--- config.mk ---
export PLATFORM = sky130hd
export DESIGN_NAME = adjacent_weekday_date_stepper
export DESIGN_NICKNAME = d
export VERILOG_FILES = /design/src/hdl/awds_pkg.sv /design/src/hdl/awds_prep.sv /design/src/hdl/awds_wday.sv /design/src/hdl/awds_step.sv /design/src/hdl/adjacent_weekday_date_stepper.sv
export SDC_FILE = /design/constraint.sdc
export NUM_CORES = 1
export LEC_CHECK = 0
export BUFFER_PORTS_ARGS = -buffer_cell sky130_fd_sc_hd__buf_2
export CORE_MARGIN = 1.5
export CORE_UTILIZATION = 25
export CTS_CLUSTER_SIZE = 30
export DETAILED_ROUTE_END_ITERATION = 10
export GPL_TIMING_DRIVEN = 0
export SLEW_MARGIN = 0
export SYNTH_ARGS = -nofsm -noshare
export SYNTH_HDL_FRONTEND = slang
export SYNTH_SLANG_ARGS = --single-unit
--- constraint.sdc ---
create_clock -name clk -period 22.1 [get_ports clk]
set_clock_uncertainty 0.05 [all_clocks]
set_input_delay 2.21 -clock clk [delete_from_list [all_inputs] [get_ports clk]]
set_output_delay 2.21 -clock clk [all_outputs]
set_load 0.02 [all_outputs]
--- src/hdl/awds_pkg.sv ---
package awds_pkg;

    localparam int YEAR_W  = 14;
    localparam int MONTH_W = 4;
    localparam int DAY_W   = 5;
    localparam int WDAY_W  = 3;

    localparam logic [12:0] DIV100_MUL = 13'd5243;

    localparam logic [MONTH_W-1:0] MONTH_JAN = 4'd1;
    localparam logic [MONTH_W-1:0] MONTH_FEB = 4'd2;
    localparam logic [MONTH_W-1:0] MONTH_DEC = 4'd12;

    localparam logic [WDAY_W-1:0] WD_MON = 3'd1;
    localparam logic [WDAY_W-1:0] WD_FRI = 3'd5;
    localparam logic [WDAY_W-1:0] WD_SAT = 3'd6;
    localparam logic [WDAY_W-1:0] WD_SUN = 3'd7;

    typedef struct packed {
        logic [YEAR_W-1:0]  year;
        logic [MONTH_W-1:0] month;
        logic [DAY_W-1:0]   day;
    } date_t;

    typedef struct packed {
        date_t      date;
        logic       back;
        logic [7:0] q100;
    } entry_t;

    typedef struct packed {
        logic        valid;
        date_t       date;
        logic        back;
        logic        leap;
        logic [15:0] wsum;
    } prep_t;

    typedef struct packed {
        logic              valid;
        date_t             date;
        logic              back;
        logic              leap;
        logic [1:0]        nsteps;
        logic [WDAY_W-1:0] wday;
    } plan_t;

    function automatic logic [DAY_W-1:0] days_in(input logic [MONTH_W-1:0] m,
                                                 input logic leap);
        logic [DAY_W-1:0] d;
        case (m)
            4'd2:                   d = leap ? 5'd29 : 5'd28;
            4'd4, 4'd6, 4'd9, 4'd11: d = 5'd30;
            default:                d = 5'd31;
        endcase
        return d;
    endfunction

    // (2m + 3(m+1)/5) mod 7, january and february as months 13 and 14
    function automatic logic [2:0] month_offset(input logic [MONTH_W-1:0] m);
        logic [2:0] o;
        case (m)
            4'd1:    o = 3'd6;
            4'd2:    o = 3'd2;
            4'd3:    o = 3'd1;
            4'd4:    o = 3'd4;
            4'd5:    o = 3'd6;
            4'd6:    o = 3'd2;
            4'd7:    o = 3'd4;
            4'd8:    o = 3'd0;
            4'd9:    o = 3'd3;
            4'd10:   o = 3'd5;
            4'd11:   o = 3'd1;
            default: o = 3'd3;
        endcase
        return o;
    endfunction

endpackage

--- src/hdl/awds_prep.sv ---
module awds_prep (
    input  logic                            clk,
    input  logic                            rst_n,
    input  logic                            item_valid,
    input  logic [awds_pkg::YEAR_W-1:0]     year,
    input  logic [awds_pkg::MONTH_W-1:0]    month,
    input  logic [awds_pkg::DAY_W-1:0]      day,
    input  logic                            back,
    output awds_pkg::prep_t                 prep
);

    awds_pkg::entry_t                  entry_next;
    awds_pkg::entry_t                  entry_reg;
    logic                              valid_a_reg;
    logic [26:0]                       product;

    logic [6:0]                        r100;
    logic                              leap;
    logic [awds_pkg::DAY_W-1:0]        dim;
    logic [awds_pkg::DAY_W-1:0]        day_c;
    logic                              early;
    logic [awds_pkg::YEAR_W-1:0]       ya;
    logic [7:0]                        qa;
    logic [14:0]                       yb;
    logic [7:0]                        qb;
    logic [15:0]                       wsum;

    awds_pkg::prep_t                   prep_next;
    awds_pkg::prep_t                   prep_reg;
    logic                              valid_b_reg;

    // input clamping and year / 100 by reciprocal
    always_comb
    begin
        entry_next.date.year  = (year == '0) ? 14'd1 : year;
        entry_next.date.month = (month == '0) ? awds_pkg::MONTH_JAN :
                                (month > awds_pkg::MONTH_DEC) ? awds_pkg::MONTH_DEC : month;
        entry_next.date.day   = (day == '0) ? 5'd1 : day;
        entry_next.back       = back;
        product               = 27'(entry_next.date.year) * 27'(awds_pkg::DIV100_MUL);
        entry_next.q100       = product[26:19];
    end

    always_ff @(posedge clk or negedge rst_n)
    begin
        if (!rst_n)
        begin
            valid_a_reg <= 1'b0;
        end
        else
        begin
            valid_a_reg <= item_valid;
        end
    end

    always_ff @(posedge clk)
    begin
        entry_reg <= entry_next;
    end

    // leap rule, day clamp, weekday sum
    always_comb
    begin
        r100  = 7'(entry_reg.date.year - 14'(entry_reg.q100) * 14'd100);
        leap  = ((entry_reg.date.year[1:0] == 2'b00) && (r100 != 7'd0)) ||
                ((r100 == 7'd0) && (entry_reg.q100[1:0] == 2'b00));
        dim   = awds_pkg::days_in(entry_reg.date.month, leap);
        day_c = (entry_reg.date.day > dim) ? dim : entry_reg.date.day;
        early = (entry_reg.date.month <= awds_pkg::MONTH_FEB);
        ya    = early ? entry_reg.date.year - 14'd1 : entry_reg.date.year;
        qa    = (early && (r100 == 7'd0)) ? entry_reg.q100 - 8'd1 : entry_reg.q100;
        yb    = 15'(ya) + 15'd400;
        qb    = qa + 8'd4;
        wsum  = 16'(day_c) + 16'(awds_pkg::month_offset(entry_reg.date.month))
              + 16'(yb) + 16'(yb >> 2) - 16'(qb) + 16'(qb >> 2);

        prep_next.valid      = valid_a_reg;
        prep_next.date.year  = entry_reg.date.year;
        prep_next.date.month = entry_reg.date.month;
        prep_next.date.day   = day_c;
        prep_next.back       = entry_reg.back;
        prep_next.leap       = leap;
        prep_next.wsum       = wsum;
    end

    always_ff @(posedge clk or negedge rst_n)
    begin
        if (!rst_n)
        begin
            valid_b_reg <= 1'b0;
        end
        else
        begin
            valid_b_reg <= valid_a_reg;
        end
    end

    always_ff @(posedge clk)
    begin
        prep_reg <= prep_next;
    end

    always_comb
    begin
        prep       = prep_reg;
        prep.valid = valid_b_reg;
    end

endmodule

--- src/hdl/awds_wday.sv ---
module awds_wday (
    input  logic             clk,
    input  logic             rst_n,
    input  awds_pkg::prep_t  prep,
    output awds_pkg::plan_t  plan
);

    logic [5:0]                       fold1;
    logic [3:0]                       fold2;
    logic [2:0]                       rem7;
    logic [awds_pkg::WDAY_W-1:0]      w0;
    awds_pkg::plan_t                  plan_next;
    awds_pkg::plan_t                  plan_reg;
    logic                             valid_reg;

    // mod 7 by octal digit folding, then weekend skip count
    always_comb
    begin
        fold1 = 6'(prep.wsum[2:0]) + 6'(prep.wsum[5:3]) + 6'(prep.wsum[8:6])
              + 6'(prep.wsum[11:9]) + 6'(prep.wsum[14:12]) + 6'(prep.wsum[15]);
        fold2 = 4'(fold1[2:0]) + 4'(fold1[5:3]);
        rem7  = (fold2 >= 4'd7) ? 3'(fold2 - 4'd7) : fold2[2:0];
        w0    = rem7 + 3'd1;

        plan_next.valid = prep.valid;
        plan_next.date  = prep.date;
        plan_next.back  = prep.back;
        plan_next.leap  = prep.leap;
        if (prep.back)
        begin
            if (w0 == awds_pkg::WD_MON)
            begin
                plan_next.nsteps = 2'd3;
                plan_next.wday   = awds_pkg::WD_FRI;
            end
            else if (w0 == awds_pkg::WD_SUN)
            begin
                plan_next.nsteps = 2'd2;
                plan_next.wday   = awds_pkg::WD_FRI;
            end
            else
            begin
                plan_next.nsteps = 2'd1;
                plan_next.wday   = w0 - 3'd1;
            end
        end
        else
        begin
            if (w0 == awds_pkg::WD_FRI)
            begin
                plan_next.nsteps = 2'd3;
                plan_next.wday   = awds_pkg::WD_MON;
            end
            else if (w0 == awds_pkg::WD_SAT)
            begin
                plan_next.nsteps = 2'd2;
                plan_next.wday   = awds_pkg::WD_MON;
            end
            else if (w0 == awds_pkg::WD_SUN)
            begin
                plan_next.nsteps = 2'd1;
                plan_next.wday   = awds_pkg::WD_MON;
            end
            else
            begin
                plan_next.nsteps = 2'd1;
                plan_next.wday   = w0 + 3'd1;
            end
        end
    end

    always_ff @(posedge clk or negedge rst_n)
    begin
        if (!rst_n)
        begin
            valid_reg <= 1'b0;
        end
        else
        begin
            valid_reg <= prep.valid;
        end
    end

    always_ff @(posedge clk)
    begin
        plan_reg <= plan_next;
    end

    always_comb
    begin
        plan       = plan_reg;
        plan.valid = valid_reg;
    end

endmodule

--- src/hdl/awds_step.sv ---
module awds_step (
    input  logic                            clk,
    input  logic                            rst_n,
    input  awds_pkg::plan_t                 plan,
    output logic                            done,
    output logic [awds_pkg::YEAR_W-1:0]     found_year,
    output logic [awds_pkg::MONTH_W-1:0]    found_month,
    output logic [awds_pkg::DAY_W-1:0]      found_day,
    output logic [awds_pkg::WDAY_W-1:0]     weekday_number
);

    logic [awds_pkg::DAY_W-1:0]      dim;
    logic [awds_pkg::DAY_W-1:0]      dim_prev;
    logic [5:0]                      day_fwd;
    logic [awds_pkg::MONTH_W-1:0]    month_prev;
    awds_pkg::date_t                 date_next;
    awds_pkg::date_t                 date_reg;
    logic [awds_pkg::WDAY_W-1:0]     wday_reg;
    logic                            done_reg;

    // move the date by one to three days with at most one month rollover
    always_comb
    begin
        dim        = awds_pkg::days_in(plan.date.month, plan.leap);
        month_prev = plan.date.month - 4'd1;
        dim_prev   = awds_pkg::days_in(month_prev, plan.leap);
        day_fwd    = 6'(plan.date.day) + 6'(plan.nsteps);
        date_next  = plan.date;
        if (plan.back)
        begin
            if (plan.date.day > 5'(plan.nsteps))
            begin
                date_next.day = plan.date.day - 5'(plan.nsteps);
            end
            else if (plan.date.month == awds_pkg::MONTH_JAN)
            begin
                date_next.year  = plan.date.year - 14'd1;
                date_next.month = awds_pkg::MONTH_DEC;
                date_next.day   = 5'd31 + plan.date.day - 5'(plan.nsteps);
            end
            else
            begin
                date_next.month = month_prev;
                date_next.day   = dim_prev + plan.date.day - 5'(plan.nsteps);
            end
        end
        else
        begin
            if (day_fwd <= 6'(dim))
            begin
                date_next.day = 5'(day_fwd);
            end
            else
            begin
                date_next.day = 5'(day_fwd - 6'(dim));
                if (plan.date.month == awds_pkg::MONTH_DEC)
                begin
                    date_next.month = awds_pkg::MONTH_JAN;
                    date_next.year  = plan.date.year + 14'd1;
                end
                else
                begin
                    date_next.month = plan.date.month + 4'd1;
                end
            end
        end
    end

    always_ff @(posedge clk or negedge rst_n)
    begin
        if (!rst_n)
        begin
            done_reg <= 1'b0;
        end
        else
        begin
            done_reg <= plan.valid;
        end
    end

    always_ff @(posedge clk)
    begin
        date_reg <= date_next;
        wday_reg <= plan.wday;
    end

    assign done           = done_reg;
    assign found_year     = date_reg.year;
    assign found_month    = date_reg.month;
    assign found_day      = date_reg.day;
    assign weekday_number = wday_reg;

endmodule

--- src/hdl/adjacent_weekday_date_stepper.sv ---
// a start transfer passes valid_a_reg and valid_b_reg, then valid_reg, then done_reg, which drives done
// throughput: one transfer per cycle, busy stays low
// pipeline: input clamp and divide by 100, leap and weekday sum, mod 7, day step
// the receiver cannot stall, each result shows for one cycle with done
// reset: rst_n low clears every valid bit at once, items in flight are dropped
module adjacent_weekday_date_stepper (
    input  logic                            clk,
    input  logic                            rst_n,
    input  logic                            start,
    output logic                            busy,
    input  logic [awds_pkg::YEAR_W-1:0]     start_year,
    input  logic [awds_pkg::MONTH_W-1:0]    start_month,
    input  logic [awds_pkg::DAY_W-1:0]      start_day,
    input  logic                            step_back,
    output logic                            done,
    output logic [awds_pkg::YEAR_W-1:0]     found_year,
    output logic [awds_pkg::MONTH_W-1:0]    found_month,
    output logic [awds_pkg::DAY_W-1:0]      found_day,
    output logic [awds_pkg::WDAY_W-1:0]     weekday_number
);

    awds_pkg::prep_t   prep;
    awds_pkg::plan_t   plan;
    logic              transfer;

    assign busy     = 1'b0;
    assign transfer = start && !busy;

    awds_prep u_prep (
        .clk        (clk),
        .rst_n      (rst_n),
        .item_valid (transfer),
        .year       (start_year),
        .month      (start_month),
        .day        (start_day),
        .back       (step_back),
        .prep       (prep)
    );

    awds_wday u_wday (
        .clk   (clk),
        .rst_n (rst_n),
        .prep  (prep),
        .plan  (plan)
    );

    awds_step u_step (
        .clk            (clk),
        .rst_n          (rst_n),
        .plan           (plan),
        .done           (done),
        .found_year     (found_year),
        .found_month    (found_month),
        .found_day      (found_day),
        .weekday_number (weekday_number)
    );

endmodule

==> metrics.csv <==
stage,metric,value,unit
run_status,status,"finished, final reports clean",
routing,1st-pass router iterations,5,
critical_path,Worst Setup SP,start_year[4],
floorplanning,Initial Util,0.254,
synth,dominant synthesized flop cell,dfxtp_1,
critical_path,FF-to-FF Start,u_prep.entry_reg[2],
clocking,Inserted Clock Buffers,17,
critical_path,CP Launch Type,input port,
timing,Sum Neg Setup Slack,0,ps
critical_path,R2R depth,29,
final_layout,area grow syn2layout,13.9,%
synth,Synth area leaders,"dfxtp_1 22%, ha_1 21%, fa_1 17%",
global_route,largest net degree at the start of global routing,17,
final_layout,fin cells,1919,
clocking,CTS tree,built,
critical_path,Top delay family on crit path,adder cells,
synth,share of the synthesized area in the top cell type,0.224,
routing,Antenna Violating Nets Remaining,0,
global_route,GR Util All Layers,0.102,
synth,syn_area_per_cell,9.33,um2
final_layout,Final Util,0.289,
synth,number of synthesized flops with an enable pin,0,
timing,relative slew slack,0.573,
timing,Period minus WS final,8240,ps
placed_design,gpl congestion,0.857,
timing,Achievable Freq,121,MHz
run,MaxCap Viol Count,0,
synth,Post-Syn Instances,1234,
global_route,gr ovfl total,0,
global_route,first-pass GRT wire length,39500,um
critical_path,critical path class,input port to flip-flop,
global_route,vias in the first global route,8380,
critical_path,CP cell instances,buf_2 > inv_1 > and4_1 > nand4_1 > or3_1 > clkbuf_1 > nand2_1 > inv_1 > fa_1 > ha_1 > inv_1 > fa_1 > inv_1 > fa_1 > fa_1 > ha_1 > and4_1 > and2_1 > nand3_1 > nor4_1 > o31ai_1 > a21o_1 > a311oi_1,
final_layout,ANT cells,0,
hold_path,Cells on Worst Hold Path,0,
routing,Post-Route WL,23300,um
timing,RSZ-0062 raised after global routing,no,
critical_path,Worst Path Required,22390,ps
placed_design,port bufs,53,
clocking,Post CTS Setup Buffer Count,0,
global_route,initial antenna violation count,1,
synth,Mapped Nets,1549,
floorplanning,area of the core,45400,um2
synth,post-synthesis async set-or-reset flop share,0.0301,
routing,routed length per placed instance,12.1,um
floorplanning,Die Span Y,218,um
hold_path,Hold Crit Start,u_wday.plan[2],
final_layout,share of layout cells above drive strength 1,0.0864,
synth,Synth top cells by count,"257 x inv_1, 192 x ha_1, 129 x dfxtp_1, 96 x fa_1, 59 x nor2_1",
critical_path,Worst path depth,23,
clocking,CTS H-Tree Depth,4,
timing,Final Cycle Share,0.373,
synth,yosys warns,0,
floorplanning,number of I/O pins,55,
synth,Synth Cell Area,11500,um2
routing,via count,8310,
critical_path,max incr delay on CP,620,ps
synth,synth unique cells,80,
synth,top-count cell post-synth,inv_1,
routing,DRC,0,
critical_path,Crit. End Element,flip-flop,
clocking,Clock Sinks,133,
synth,"Seq/Total Area, Yosys",0.233,
timing,final hold violation count,0,
clocking,Post-CTS Resized,0,
synth,Yosys reg bits,133,
timing,worst slew pin tran,623,ps
critical_path,flop-to-flop setup slack,14230,ps
floorplanning,die area,47300,um2
clocking,"Clk pin slew, worst setup/hold paths",60,ps
clocking,hold_buf cts,0,
critical_path,Crit-path slowest cell,nor4_1,
clocking,CTS max path bufs,2,
floorplanning,DIE WIDTH,218,um
floorplanning,FP Rows,78,
routing,routed vias/inst,4.33,
final_layout,Largest register FFs,41,
placed_design,Cells after DPL,1887,
hold_path,HP Class,flip-flop to flip-flop,
final_layout,Post-layout nets,1621,
critical_path,crit path max fanout,10,
synth,dominant cell type by area after synthesis,dfxtp_1,
clocking,clk root buf,clkbuf_16,
clocking,"Clk Latency, worst-skew pair",420,ps
critical_path,crit path DAT,8530,ps
routing,drt first-iter violations,318,
critical_path,Buf/Inv on CP,6,
placed_design,DPL Wire Length,19900,um
timing,final setup vio count,0,
timing,max-slew violations,0,
-- layer usage --
layer	wire, um	part of all wire	GRT usage	vias to the layer above
met5	0	0	0	-
met4	367	0.016	0.0306	0
met3	754	0.032	0.0138	23
met2	10900	0.47	0.172	130
met1	11300	0.48	0.136	3970
li1	-	-	-	4187
-- cell families after synthesis --
kind of cell / count (synthesis) / synth area share
AOI/OAI and AO/OA: 194 / 0.113
xor gates and xnor gates: 76 / 0.0613
adders and majority gates: 288 / 0.376
buffers and inverters: 292 / 0.0977
DFF: 133 / 0.233
muxes: 12 / 0.0117
other: 1 / 0.000326
and+or+nand+nor: 238 / 0.108
-- path summary, 6_finish.rpt --
kind | endpoint
setup / recovery | u_prep.entry_reg[7]
hold / removal | u_step.weekday_number[2]
setup reg to reg | u_prep.prep[14]
hold reg to reg | u_step.weekday_number[2]
max in group asynchronous | u_prep.valid_a_reg
min in group asynchronous | u_prep.valid_b_reg
-- through the flow --
stage / hold WS [ps] / setup slack [ps] / instance area (um2)
floorplan: 260 / 14420 / 11500
global placement: 261 / 13490 / 12500
detailed placement: 262 / 13410 / 12500
CTS: 267 / 13840 / 13100
global route: 268 / 13490 / 13100
finish: 268 / 13860 / 13100
-- placed cells by master, fill, tap and decap left out, types with 4 or more instances in the layout --
cell type   instances
or4_1               5
buf_2              58
nand2_1            53
clkbuf_1           28
dfxtp_1           129
o31ai_1             6
nor2b_1            19
dfrtp_1             4
nor4_1              7
and3_1              9
xnor2_1            49
o211ai_1            9
ha_1              192
nor2_1             59
clkinvlp_4          4
a21oi_1            51
nor3_1             15
inv_1             257
xor2_1             24
or3_1               4
a31oi_1             4
clkbuf_16          17
inv_6               4
fa_1               96
a211oi_1            8
a211o_1             4
a21o_1             25
nand3_1            21
o21a_1              8
mux2i_1             9
nand2b_1            9
and2_1              7
nand4_1             9
o21ai_0            40
-- final cells by class --
type	count	area, um2
Inverter	257	965
Sequential cell	133	2680
Tap cell	600	751
Timing Repair Buffer	53	265
Clock inverter	13	148
Multi-Input combinational cell	809	7700
Clock buffer	19	433
Buffer	35	160
Fill cell	4805	32300
Power is left out: the tool's default activity adds up to more than one toggle a clock period on the data nets, which glitch-free logic cannot reach.
